===== config.mk =====
export PLATFORM = sky130hd
export DESIGN_NAME = ptpd_queue
export DESIGN_NICKNAME = d
export VERILOG_FILES = /design/src/hw/rtl/ptpd_pkg.sv /design/src/hw/rtl/ptpd_queue.sv
export SDC_FILE = /design/constraint.sdc
export NUM_CORES = 1
export LEC_CHECK = 0
export BUFFER_PORTS_ARGS = -buffer_cell sky130_fd_sc_hd__buf_2
export CORE_ASPECT_RATIO = 1.1
export CORE_MARGIN = 3
export CORE_UTILIZATION = 27
export DETAILED_ROUTE_END_ITERATION = 6
export PLACE_DENSITY = 0.51
export SETUP_SLACK_MARGIN = 0.3
export SLEW_MARGIN = 10
export SYNTH_ARGS = -nofsm -noshare
export SYNTH_HDL_FRONTEND = slang
export SYNTH_SLANG_ARGS = --single-unit

===== constraint.sdc =====
create_clock -name clk -period 15.88 [get_ports clk]
set_clock_uncertainty 0.15 [all_clocks]
set_input_delay 0.794 -clock clk [delete_from_list [all_inputs] [get_ports clk]]
set_output_delay 0.794 -clock clk [all_outputs]
set_load 0.02 [all_outputs]

===== src/hw/rtl/ptpd_pkg.sv =====
// ----------------------------------------------------------------------------
// ptpd_pkg
// widths, constants and the job record of the polyline distance block
// ----------------------------------------------------------------------------
`timescale 1ns / 1ps

package ptpd_pkg;

  localparam int COORD_WIDTH = 30;
  localparam int T_FRAC_BITS = 16;
  localparam int DIFF_W = COORD_WIDTH + 1;
  localparam int PROD_W = 2 * DIFF_W;
  localparam int SQ_W = 2 * COORD_WIDTH + 2;
  localparam int ACC_W = SQ_W + 1;
  localparam int DIST_W = SQ_W / 2;
  localparam int ROOT_W = SQ_W / 2;
  localparam int SR_W = ROOT_W + 4;
  localparam int CNT_W = 5;
  localparam int MUL_LAST = 8;
  localparam int PROJ_LAST = 4;

  typedef logic signed [COORD_WIDTH-1:0] coord_t;

  typedef struct packed {
    coord_t qx;
    coord_t qy;
    coord_t ax;
    coord_t ay;
    coord_t vx;
    coord_t vy;
    coord_t lx;
    coord_t ly;
    logic   seg_prev;
    logic   seg_land;
    logic   last;
  } job_t;

endpackage


===== src/hw/rtl/ptpd_queue.sv =====
// ----------------------------------------------------------------------------
// ptpd_queue
// two-entry job queue between front and back
// ----------------------------------------------------------------------------
`timescale 1ns / 1ps

module ptpd_queue (
  input  logic           clk,
  input  logic           rst,
  input  ptpd_pkg::job_t push_job,
  input  logic           push_valid,
  output logic           push_ready,
  output ptpd_pkg::job_t pop_job,
  output logic           pop_valid,
  input  logic           pop
);

  ptpd_pkg::job_t slots [2];
  logic       wr_ptr;
  logic       rd_ptr;
  logic [1:0] count;
  logic       do_push;
  logic       do_pop;

  assign push_ready = (count != 2'd2);
  assign pop_valid = (count != 2'd0);
  assign pop_job = slots[rd_ptr];
  assign do_push = push_valid && push_ready;
  assign do_pop = pop && pop_valid;

  always_ff @(posedge clk) begin
    if (do_push) begin
      slots[wr_ptr] <= push_job;
    end
  end

  always_ff @(posedge clk) begin
    if (rst) begin
      wr_ptr <= 1'b0;
      rd_ptr <= 1'b0;
      count <= 2'd0;
    end else begin
      if (do_push) wr_ptr <= !wr_ptr;
      if (do_pop) rd_ptr <= !rd_ptr;
      case ({do_push, do_pop})
        2'b10: count <= count + 2'd1;
        2'b01: count <= count - 2'd1;
        default: count <= count;
      endcase
    end
  end

endmodule


### Yosys cells after proc, flatten, opt, wreduce, memory -nomap -nowiden

Memory sizes are Yosys's and may differ from the RTL's. A register that Yosys moved wholly into a read port is not among the register bits.
Index checks and enable logic that the tools add are counted.

* add/sub/neg operators: 2
* eq/ne operators: 3
* muxes and demuxes: 5
* reductions and logical operators: 6

Operators with widths (count)
* 1-bit two-way mux: 4
* 2-bit case mux with 2 select lines: 1
* 2-bit nonzero test: 2
* 2-bit by 1-bit adder with 2-bit output, second input constant: 1
* 2-bit by 1-bit equality test with 1-bit output, second input constant: 1
* 2-bit equality test, second input constant: 1
* 1-bit logical AND: 2
* 1-bit zero test: 2
* 2-bit != test, second input constant: 1
* 2-bit by 1-bit subtractor with 2-bit output, second input constant: 1

* register bits: 4
* bits in writable memories: 486
* output and inout bits: 245
* logic and storage cells: 20
* memories kept: 1

Memories
* slots: depth 2, width 243, read ports 1, clocked after memory_dff 1, wr ports 1, line ptpd_queue.sv:18 `ptpd_pkg::job_t slots [2];`

### Longest topological paths before layout

* depth after elaboration: 4
* gate-level depth with buffers: 6
* mapped depth without buffers: 6

### Least setup slack after synthesis

Ideal clock, no wire load.

* path kind: input-to-reg
* from: in push_valid
* to: mem slots[1][0] in the netlist's numbering, enable pin
* setup time: 0.637 ns
* arrival: 6.382 ns
* required time: 15.093 ns
* path slack: 8.711 ns
* cell stages on the path: 1
* cells stage by stage: and3_1

* word-level cells in the longest chain between the ends: 3

RTL lines
* start, declared: line ptpd_queue.sv:11 `input logic push_valid,`
* 1-bit logical AND: line ptpd_queue.sv:28 `assign do_push = push_valid && push_ready;`
* 1-bit two-way mux: line ptpd_queue.sv:32 `if (do_push) begin`
* 1-bit two-way mux (not written as such): line ptpd_queue.sv:33 `slots[wr_ptr] <= push_job;`
* end, declared: line ptpd_queue.sv:18

No other way between the ends.

==> impl_results.rst <==
.. list-table::
   :header-rows: 1

   * - Metric
     - Value
   * - Total length of routed wires
     - 41,900 um
   * - Cell-by-cell trace of the critical path
     - buf_4 -> buf_4 -> mux2_2 -> buf_2
   * - Fraction of final layout cells with drive strength greater than 1
     - 61.0%
   * - Clock sink count
     - 491
   * - Dominant delay contributor by cell family on the critical path
     - buffers and inverters
   * - CP Launch Type
     - flip-flop
   * - Peak Freq
     - 0.219 GHz
   * - TritonCTS Buffers
     - 51
   * - Worst EP required
     - 14.94 ns
   * - Number of gates resized after CTS
     - 0
   * - Width of the die
     - 251 um
   * - Maximum number of buffers from clock root to sink
     - 3
   * - Hold Path Origin
     - push_job[183]
   * - Total of endpoints with negative setup slack in the final report
     - 0
   * - Vias
     - 9,123
   * - First-pass GRT wire length
     - 59,500 um
   * - Floorplan core area
     - 65,100 um2
   * - MaxCap Viol Count
     - 0
   * - Hold Crit Class
     - input port to flip-flop
   * - Final Hold Vio Count
     - 0
   * - Headroom to the max-slew limit
     - 36.7%
   * - Worst VDD drop
     - 0.206 mV
   * - Overall track demand over capacity in global routing
     - 11.5%
   * - Number of warnings printed during yosys synthesis
     - 0
   * - Post-CTS Setup Repair Bufs
     - 0
   * - Residual antenna-violating net count after detailed routing
     - 0
   * - Library cell contributing the largest single delay on the critical path
     - sky130_fd_sc_hd__dfxtp_4
   * - Vias in the first global route
     - 9,785
   * - Yosys reg bits
     - 491
   * - Initial standard-cell utilization of the core
     - 27.3%
   * - Placed instance count
     - 2,102
   * - Port Buf Inserts
     - 491
   * - Buffers and inverters on the worst path
     - 3
   * - Fill cell instance count of the final layout
     - 6,225
   * - Worst Setup End Kind
     - primary output
   * - CTS root buffer
     - sky130_fd_sc_hd__clkbuf_16
   * - DR vias/cell
     - 4.14
   * - Pin count of the biggest net entering global routing
     - 117
   * - Setup repair after global routing missed its margin
     - false
   * - Boundary Pins
     - 492
   * - Total congestion overflow after global routing
     - 0
   * - Worst setup margin
     - 11.31 ns
   * - Most common library cell in the layout ignoring fill and taps
     - sky130_fd_sc_hd__buf_2
   * - Final Non-Filler Cells
     - 2,202
   * - Most frequent cell on the critical path
     - sky130_fd_sc_hd__buf_4
   * - Highest-count cells in the layout ignoring fill and taps
     - sky130_fd_sc_hd__buf_2, sky130_fd_sc_hd__edfxtp_1, sky130_fd_sc_hd__mux2_2
   * - Cell area after synthesis
     - 17,800 um2
   * - Origin of the critical flop-to-flop path
     - count[0]$_SDFFE_PP0P_
   * - Antenna violations before repair
     - 13
   * - Slew at the pin with the worst max-slew slack
     - 0.949 ns
   * - P per Cell Area
     - 172 nW/um2
   * - Violation count after the first detailed-route iteration
     - 397
   * - Setup Slack @ Placement
     - 11.80 ns
   * - Global placement routability congestion
     - 0.763
   * - Type of the worst setup path
     - flip-flop to primary output
   * - Period minus WS final
     - 4.57 ns
   * - Result of the run
     - finished clean
   * - Crit path max fanout
     - 66
   * - Height of the die
     - 275 um
   * - Clk pin slew, worst setup/hold paths
     - 0.06 ns
   * - Std cell rows
     - 98
   * - Number of cells produced by synthesis
     - 780
   * - Routed length per placed instance
     - 19.0 um
   * - Pre-antenna DRT Iters
     - 4
   * - Clk Latency, worst-skew pair
     - 0.57 ns
   * - Total Nets Final
     - 1,553
   * - Count of unique library cells instantiated by Yosys
     - 20
   * - Post-detail-place hpwl
     - 29,000 um
   * - Sequential area share after synthesis
     - 82.5%
   * - Crit path largest cell delay
     - 0.86 ns
   * - Hold-fix buffers, CTS
     - 0
   * - Crit path arrival time
     - 3.63 ns
   * - Crit share post-route
     - 28.8%
   * - Synth Net Count
     - 1,028
   * - Remaining design rule violation count
     - 0
   * - Die Outline Area
     - 69,100 um2
   * - H-tree levels
     - 2
   * - Clock tree from TritonCTS
     - built
   * - Post-synthesis average cell area
     - 22.8 um2
   * - Share of the core filled with cells in the final layout
     - 35.1%
   * - Setup total negative slack
     - 0 ns
   * - Max-slew violation count
     - 0
   * - Cell leakage power
     - 8.30 nW
   * - Post-synthesis to final-layout area growth
     - 28.3%
## metrics by stage
stage	hold slack, ns	area [um2]	power, mW
6_report	0.257	22800	3.94
5_1_grt	0.207	22800	4.13
4_1_cts	0.203	22800	4.01
3_5_place_dp	0.361	21200	2.80
3_3_place_gp	0.344	21200	2.80
2_1_floorplan	0.324	17800	2.49
## power by group
part           switching, mW  internal [mW]  total (mW)
registers             0.0635           1.64        1.70
clock network          0.481          0.706        1.19
logic                  0.645          0.404        1.05
total                   1.19           2.75        3.94
## cell families after synthesis
logic type	count (synthesis)	share of synthesized area (%)
AO/OA/AOI/OAI	5	0.183
XOR/XNOR	3	0.148
adder cells (fa/ha/maj)	1	0.0703
buffers and inverters	28	1.45
flip-flops	491	82.5
multiplexers	243	15.4
AND/OR/NAND/NOR	9	0.267
## synthesized netlist by cell type (all sizes together)
cell type,instances,area [um2]
mux2,243,2740
ha,1,12.5
buf,27,254
edfxtp,486,14600
a21bo,1,10.0
nand3b,1,7.51
or2,1,6.26
xor2,1,8.76
nand2,1,3.75
o21a,1,7.51
a21oi,2,10.0
nor2,3,11.3
nand2b,1,6.26
or3,1,6.26
and3,1,6.26
o21ai,1,5.00
xnor2,2,17.5
dfxtp,5,100
inv,1,3.75
## worst register-to-register path, delay by kind of cell (launching register included)
family | cells | cell delay (ns)
flip-flops | 1 | 0.41
buffers and inverters | 2 | 1.72
AND/OR/NAND/NOR | 2 | 0.99
## state kept, by name (all words and copies together) (netlist names), named ones only
name,flops
count,2
slots,486
rd_ptr,1
wr_ptr,1
## final cells by class
type / count / area (um2) / share of cell area [%]
Clock inverter: 31 / 314 / 1.37
Sequential cell: 491 / 14700 / 64.3
Antenna cell: 7 / 17.5 / 0.0767
Multi-Input combinational cell: 261 / 2860 / 12.5
Tap cell: 850 / 1060 / 4.66
Clock buffer: 62 / 1360 / 5.95
Inverter: 1 / 11.3 / 0.0493
Timing Repair Buffer: 499 / 2520 / 11.0
## final timing paths
kind         slack (ns)                 endpoint  cells after the start
max reg2reg       12.19  slots[1][230]$_DFFE_PP_                      4
min reg2reg        0.37      rd_ptr$_SDFFE_PP0P_                      2
max               11.31              pop_job[97]                      4
min                0.26  slots[0][183]$_DFFE_PP_                      1
## metal layers
| layer | up-vias | part of all wire [%] | wire length [um] | track usage, % |
|---|---|---|---|---|
| met5 | - | 0.093 | 39 | 0 |
| met4 | 8 | 3.3 | 1370 | 4.43 |
| met3 | 87 | 10 | 4250 | 4.93 |
| met2 | 362 | 51 | 21300 | 20.3 |
| met1 | 4473 | 36 | 14900 | 12.1 |
| li1 | 4193 | - | - | - |
No activity file was read; power rests on OpenSTA's default activity.
