<file path="src/hw/rtl/ptpd_pkg.sv">
// ----------------------------------------------------------------------------
// ptpd_pkg
// widths, constants and the job record of the polyline distance block
// ----------------------------------------------------------------------------
`timescale 1ns / 1ps

package ptpd_pkg;

  localparam int COORD_WIDTH = 30;
  localparam int T_FRAC_BITS = 16;
  localparam int DIFF_W = COORD_WIDTH + 1;
  localparam int PROD_W = 2 * DIFF_W;
  localparam int SQ_W = 2 * COORD_WIDTH + 2;
  localparam int ACC_W = SQ_W + 1;
  localparam int DIST_W = SQ_W / 2;
  localparam int ROOT_W = SQ_W / 2;
  localparam int SR_W = ROOT_W + 4;
  localparam int CNT_W = 5;
  localparam int MUL_LAST = 8;
  localparam int PROJ_LAST = 4;

  typedef logic signed [COORD_WIDTH-1:0] coord_t;

  typedef struct packed {
    coord_t qx;
    coord_t qy;
    coord_t ax;
    coord_t ay;
    coord_t vx;
    coord_t vy;
    coord_t lx;
    coord_t ly;
    logic   seg_prev;
    logic   seg_land;
    logic   last;
  } job_t;

endpackage

</file>
<file path="src/hw/rtl/ptpd_if.sv">
// ----------------------------------------------------------------------------
// ptpd_item_if / ptpd_result_if
// valid-ready channels for vertex beats and distance results
// ----------------------------------------------------------------------------
`timescale 1ns / 1ps

interface ptpd_item_if;
  logic valid;
  logic ready;
  logic signed [ptpd_pkg::COORD_WIDTH-1:0] query_x;
  logic signed [ptpd_pkg::COORD_WIDTH-1:0] query_y;
  logic signed [ptpd_pkg::COORD_WIDTH-1:0] vertex_x;
  logic signed [ptpd_pkg::COORD_WIDTH-1:0] vertex_y;
  logic signed [ptpd_pkg::COORD_WIDTH-1:0] landing_x;
  logic signed [ptpd_pkg::COORD_WIDTH-1:0] landing_y;
  logic leg_first;
  logic leg_final;
  logic query_final;
  modport source (output valid, query_x, query_y, vertex_x, vertex_y, landing_x, landing_y,
                  leg_first, leg_final, query_final, input ready);
  modport sink (input valid, query_x, query_y, vertex_x, vertex_y, landing_x, landing_y,
                leg_first, leg_final, query_final, output ready);
endinterface


</file>
<file path="src/hw/rtl/ptpd_front.sv">
// ----------------------------------------------------------------------------
// ptpd_front
// accepts vertex beats, tracks the previous vertex and builds segment jobs
// ----------------------------------------------------------------------------
`timescale 1ns / 1ps

module ptpd_front (
  input  logic             clk,
  input  logic             rst,
  ptpd_item_if.sink        item,
  output ptpd_pkg::job_t   push_job,
  output logic             push_valid,
  input  logic             push_ready
);

  ptpd_pkg::coord_t prev_x;
  ptpd_pkg::coord_t prev_y;

  assign item.ready = push_ready;
  assign push_valid = item.valid;

  always_comb begin
    push_job.qx = item.query_x;
    push_job.qy = item.query_y;
    push_job.ax = prev_x;
    push_job.ay = prev_y;
    push_job.vx = item.vertex_x;
    push_job.vy = item.vertex_y;
    push_job.lx = item.landing_x;
    push_job.ly = item.landing_y;
    push_job.seg_prev = !item.leg_first;
    push_job.seg_land = item.leg_final;
    push_job.last = item.query_final;
  end

  always_ff @(posedge clk) begin
    if (rst) begin
      prev_x <= '0;
      prev_y <= '0;
    end else if (item.valid && item.ready) begin
      prev_x <= item.vertex_x;
      prev_y <= item.vertex_y;
    end
  end

endmodule

</file>
<file path="src/flat_wrapper.sv">
// flat-port wrapper written by rule: the top's interface ports become plain ports
module ptpd_front_flat 
  (clk, rst, push_job, push_valid, push_ready, item_valid, item_query_x, item_query_y, item_vertex_x, item_vertex_y, item_landing_x, item_landing_y, item_leg_first, item_leg_final, item_query_final, item_ready);
  ptpd_item_if item_i ();
  input  logic clk;
  input  logic rst;
  output ptpd_pkg::job_t push_job;
  output logic push_valid;
  input  logic push_ready;
  input wire logic [$bits(item_i.valid)-1:0] item_valid;
  input wire logic [$bits(item_i.query_x)-1:0] item_query_x;
  input wire logic [$bits(item_i.query_y)-1:0] item_query_y;
  input wire logic [$bits(item_i.vertex_x)-1:0] item_vertex_x;
  input wire logic [$bits(item_i.vertex_y)-1:0] item_vertex_y;
  input wire logic [$bits(item_i.landing_x)-1:0] item_landing_x;
  input wire logic [$bits(item_i.landing_y)-1:0] item_landing_y;
  input wire logic [$bits(item_i.leg_first)-1:0] item_leg_first;
  input wire logic [$bits(item_i.leg_final)-1:0] item_leg_final;
  input wire logic [$bits(item_i.query_final)-1:0] item_query_final;
  output wire logic [$bits(item_i.ready)-1:0] item_ready;
  assign item_i.valid = item_valid;
  assign item_i.query_x = item_query_x;
  assign item_i.query_y = item_query_y;
  assign item_i.vertex_x = item_vertex_x;
  assign item_i.vertex_y = item_vertex_y;
  assign item_i.landing_x = item_landing_x;
  assign item_i.landing_y = item_landing_y;
  assign item_i.leg_first = item_leg_first;
  assign item_i.leg_final = item_leg_final;
  assign item_i.query_final = item_query_final;
  assign item_ready = item_i.ready;
  ptpd_front u_core (.clk(clk), .rst(rst), .item(item_i), .push_job(push_job), .push_valid(push_valid), .push_ready(push_ready));
endmodule
</file>
<file path="config.mk">
export PLATFORM = sky130hd
export DESIGN_NAME = ptpd_front_flat
export DESIGN_NICKNAME = d
export VERILOG_FILES = /design/src/hw/rtl/ptpd_pkg.sv /design/src/hw/rtl/ptpd_if.sv /design/src/hw/rtl/ptpd_front.sv /design/src/flat_wrapper.sv
export SDC_FILE = /design/constraint.sdc
export NUM_CORES = 1
export LEC_CHECK = 0
export BUFFER_PORTS_ARGS = -buffer_cell sky130_fd_sc_hd__buf_2
export CORE_AREA = 2 2 169 171
export DETAILED_ROUTE_END_ITERATION = 8
export DIE_AREA = 0 0 171 173
export GPL_TIMING_DRIVEN = 1
export SLEW_MARGIN = 25
export SYNTH_ARGS = -nofsm -noshare
export SYNTH_HDL_FRONTEND = slang
export SYNTH_SLANG_ARGS = --single-unit
</file>
<file path="constraint.sdc">
create_clock -name clk -period 1.7 [get_ports clk]
set_input_delay 0.17 -clock clk [delete_from_list [all_inputs] [get_ports clk]]
set_output_delay 0.17 -clock clk [all_outputs]
set_load 0.02 [all_outputs]
</file>
After elaboration in Yosys (flattened, before gate mapping)
Cells that the tools add are included.
{"block": "word_totals", "ff_bits": 60, "elab_cells": 4}
{"block": "op_classes", "n_reduce_logical": 2}
{"op": "$logic_and A1 B1 Y1", "count": 1}
{"op": "$logic_not A1 Y1", "count": 1}

Depth between registers and ports, before layout
{"block": "depth", "word_depth": 1, "mapped_depth": 4}

Least setup slack after synthesis
No wires, ideal clock.
{"block": "synth_timing", "path_type": "flip-flop to flip-flop", "from": "reg u_core.prev_x[10] (netlist name)", "to": "reg u_core.prev_x[10]", "arrival_ns": 0.761, "required_ns": 1.630, "slack_ns": 0.868, "path_stages_with_launch": 3, "n_path_buf": 0, "path_cell_list": "dfxtp_1 -> a21bo_2 -> a21oi_1"}
{"element": "end signal, assigned", "line": "ptpd_front.sv:41", "source": "prev_x <= item.vertex_x;"}
{"element": "end, declared", "line": "ptpd_front.sv:16", "source": "ptpd_pkg::coord_t prev_x;"}

Worst setup path after layout
{"block": "layout_timing", "from": "in item_valid", "to": "out push_valid"}
{"element": "start, declared", "line": "flat_wrapper.sv:10", "source": "input wire logic [$bits(item_i.valid)-1:0] item_valid;"}
{"element": "end, declared", "line": "flat_wrapper.sv:8", "source": "output logic push_valid;"}
No word-level cell between the ends.

==> reports/metrics.yaml <==
status:
  status: "completed"
logic_synthesis:
  synth-main-ff-cell: "dfxtp_1"
  yosysSeqAreaShare_pct: 29.8
  yosys-top-cells-count: "buf_4 (192), a21oi_1 (60), dfxtp_1 (60), nand3_1 (60), a21bo_1 (40)"
  avgSynthCellArea_um2: 8.79
  synth_area_um2: 4030
  yosysTopAreaCellShare_pct: 35.8
  yosys.area.top_type: "buf_4"
  synth_seq_cells: 60
  syn_inst: 458
  synth-async-reset-ratio_pct: 0
  synth.most_common_cell: "buf_4"
  ys_types: 10
  synth-edff-count: 0
  syn_nets: 645
  yosys-top-cells-area: "buf_4 (36%), dfxtp_1 (30%), a21bo_1 (9.9%)"
  ys_warn_count: 0
global_routing:
  grt_pass1_vias: 2538
  grt_overflow: 0
  grt_max_degree: 122
  grt_usage_pct: 7.02
  grt_pass1_wl_mm: 15.1
  grt_antenna_before_repair: 0
power:
  p_int_mw: 2.75
  ir_drop_v: 0.000264
  p_sw_share_pct: 29.9
  p_switching_mw: 1.17
  powerDensity_nw_per_um2: 939
  combPwrFrac_pct: 17.4
  pwr-share-clk_pct: 44.4
  cellLeakagePower_nw: 1.86
  seq_power_share_pct: 38.2
floorplanning:
  rows: 61
  die_h_um: 173
  dieWidth_um: 171
  pin_count: 432
  dieArea_um2: 29600
  core_area_um2: 27600
  start_util_pct: 14.6
placement:
  gp_congestion: 0.654
  dp_hpwl_mm: 7.43
  io_buffers: 187
clock_tree:
  cts_root_buf: "clkbuf_16"
  clk-insertion-delay-late_ns: 0.33
  clkTransAtPathRegs_ns: 0.06
  hold_buffers: 0
  numCtsBuffers: 9
  cts_tree: "built"
  cts_max_level: 3
  cts_buffer_depth: 2
  numClockSinks: 60
  cts_resized: 0
  cts_setup_buffers: 0
timing:
  rsz0062_at_grt: "no"
  fmax_mhz: 906
  tns_ns: 0
  layout_min_cycle_time_ns: 1.10
  clock_skew_ns: 0
  max_slew_margin_pct: 64.6
  tightest_slew_ns: 0.531
  hold_violations: 0
  final-max-slew-violation-count: 0
  min_period_over_period_pct: 64.9
  final-setup-viol-count: 0
worst_setup_path:
  cp-end-kind: "primary output"
  path_class: "input pin to primary output"
  timing.rr.start: "u_core.prev_x[11]"
  startpoint_type: "input pin"
  r2r_end: "u_core.prev_x[11]"
  required_ns: 1.53
  rrSetupSlack_ns: 0.94
  crit_fanout: 121
  r2r_cells: 2
  cp_data_arrival_time_ns: 0.93
route:
  antenna_left: 0
  vias: 2840
  drc: 0
  wl_mm: 10.8
  drt_iter0_markers: 87
  detail_route.vias_per_cell: 3.43
  dr.pass1.iters: 4
  wl_per_cell_um: 13.0
min_path:
  holdPathEnd: "u_core.prev_x[18]"
  worstHoldStart: "item_vertex_x[18]"
  hp-class: "input pin to flip-flop"
  whs_path_depth: 3
layout:
  nFillCells: 3178
  final_core_util_pct: 15.1
  final_nets: 631
  drive_gt1_share_pct: 50.3
  antenna_cells: 0
  area_delta_synth_final_pct: 3.82
run:
  drv_cap: 0
## through the flow
stage          std cells  cell area (um2)  setup WS [ns]  hold WS [ns]  power, mW
2_1_floorplan        458             4030          0.868         0.317       2.48
6_report             827             4180          0.597        0.0912       3.92
3_3_place_gp         811             3910          0.564         0.340       2.22
4_1_cts              827             4180          0.556        0.0637       4.07
5_1_grt              827             4180          0.538        0.0769       4.19
3_5_place_dp         811             3910          0.556         0.340       2.22
## per-layer routing
metal  vias up  wire (um)  global-route usage, %
li1       1317          -                      -
met3        77       1120                   3.30
met5         -          0                      0
met2       168       4960                   11.3
met4         0        940                   7.27
met1      1278       3740                   6.25
## registers in the layout (all words and copies together) (netlist names)
| signal | flops |
|---|---|
| u_core.prev_y | 30 |
| u_core.prev_x | 30 |
## cell type report
| cell class | instances | area, um2 | share of cell area, % |
|---|---|---|---|
| multi-input cells | 180 | 1200 | 28.7 |
| well taps | 378 | 473 | 11.3 |
| clock inverters | 4 | 25.0 | 0.599 |
| repair buffers | 192 | 1030 | 24.6 |
| inverters | 1 | 3.75 | 0.0898 |
| clock buffers | 12 | 246 | 5.90 |
| flip-flops and latches | 60 | 1200 | 28.7 |
## placed cells by master, fill, tap and decap left out
cell type / synthesis / layout
buf_4: 192 / 3
inv_1: 1 / 1
clkbuf_8: 0 / 1
a21oi_1: 60 / 60
clkinvlp_4: 0 / 2
clkbuf_16: 0 / 9
a21bo_2: 20 / 20
clkbuf_1: 8 / 2
a21bo_1: 40 / 40
nand3_1: 60 / 60
clkinv_2: 0 / 2
buf_2: 7 / 185
buf_12: 0 / 4
dfxtp_1: 60 / 60
## critical path: stages
cell    delay, ns
buf_4        0.09
buf_12       0.39
buf_2        0.26
## worst max path at each step
stage / to / slack, ns / from
floorplan: u_core.prev_x[10] / 0.87 / u_core.prev_x[10]
global placement: push_valid / 0.56 / item_valid
detailed placement: push_valid / 0.56 / item_valid
CTS: push_valid / 0.56 / item_valid
global route: push_valid / 0.54 / item_valid
finish: push_valid / 0.60 / item_valid
## cells by family after synthesis
kind of cell | count (synthesis) | share of synthesized area [%]
AND/OR/NAND/NOR | 60 | 7.46
flip-flops | 60 | 29.8
buffers and inverters | 218 | 40.3
AO/OA/AOI/OAI | 120 | 22.4
## power by group through the flow
stage	combinational [mW]	sequential (mW)	clock, mW
2_1_floorplan	0.875	1.61	0
3_3_place_gp	0.690	1.53	0
3_5_place_dp	0.696	1.53	0
4_1_cts	0.697	1.50	1.87
5_1_grt	0.744	1.50	1.94
6_report	0.684	1.50	1.74
No activity file was read; power rests on OpenSTA's default activity.
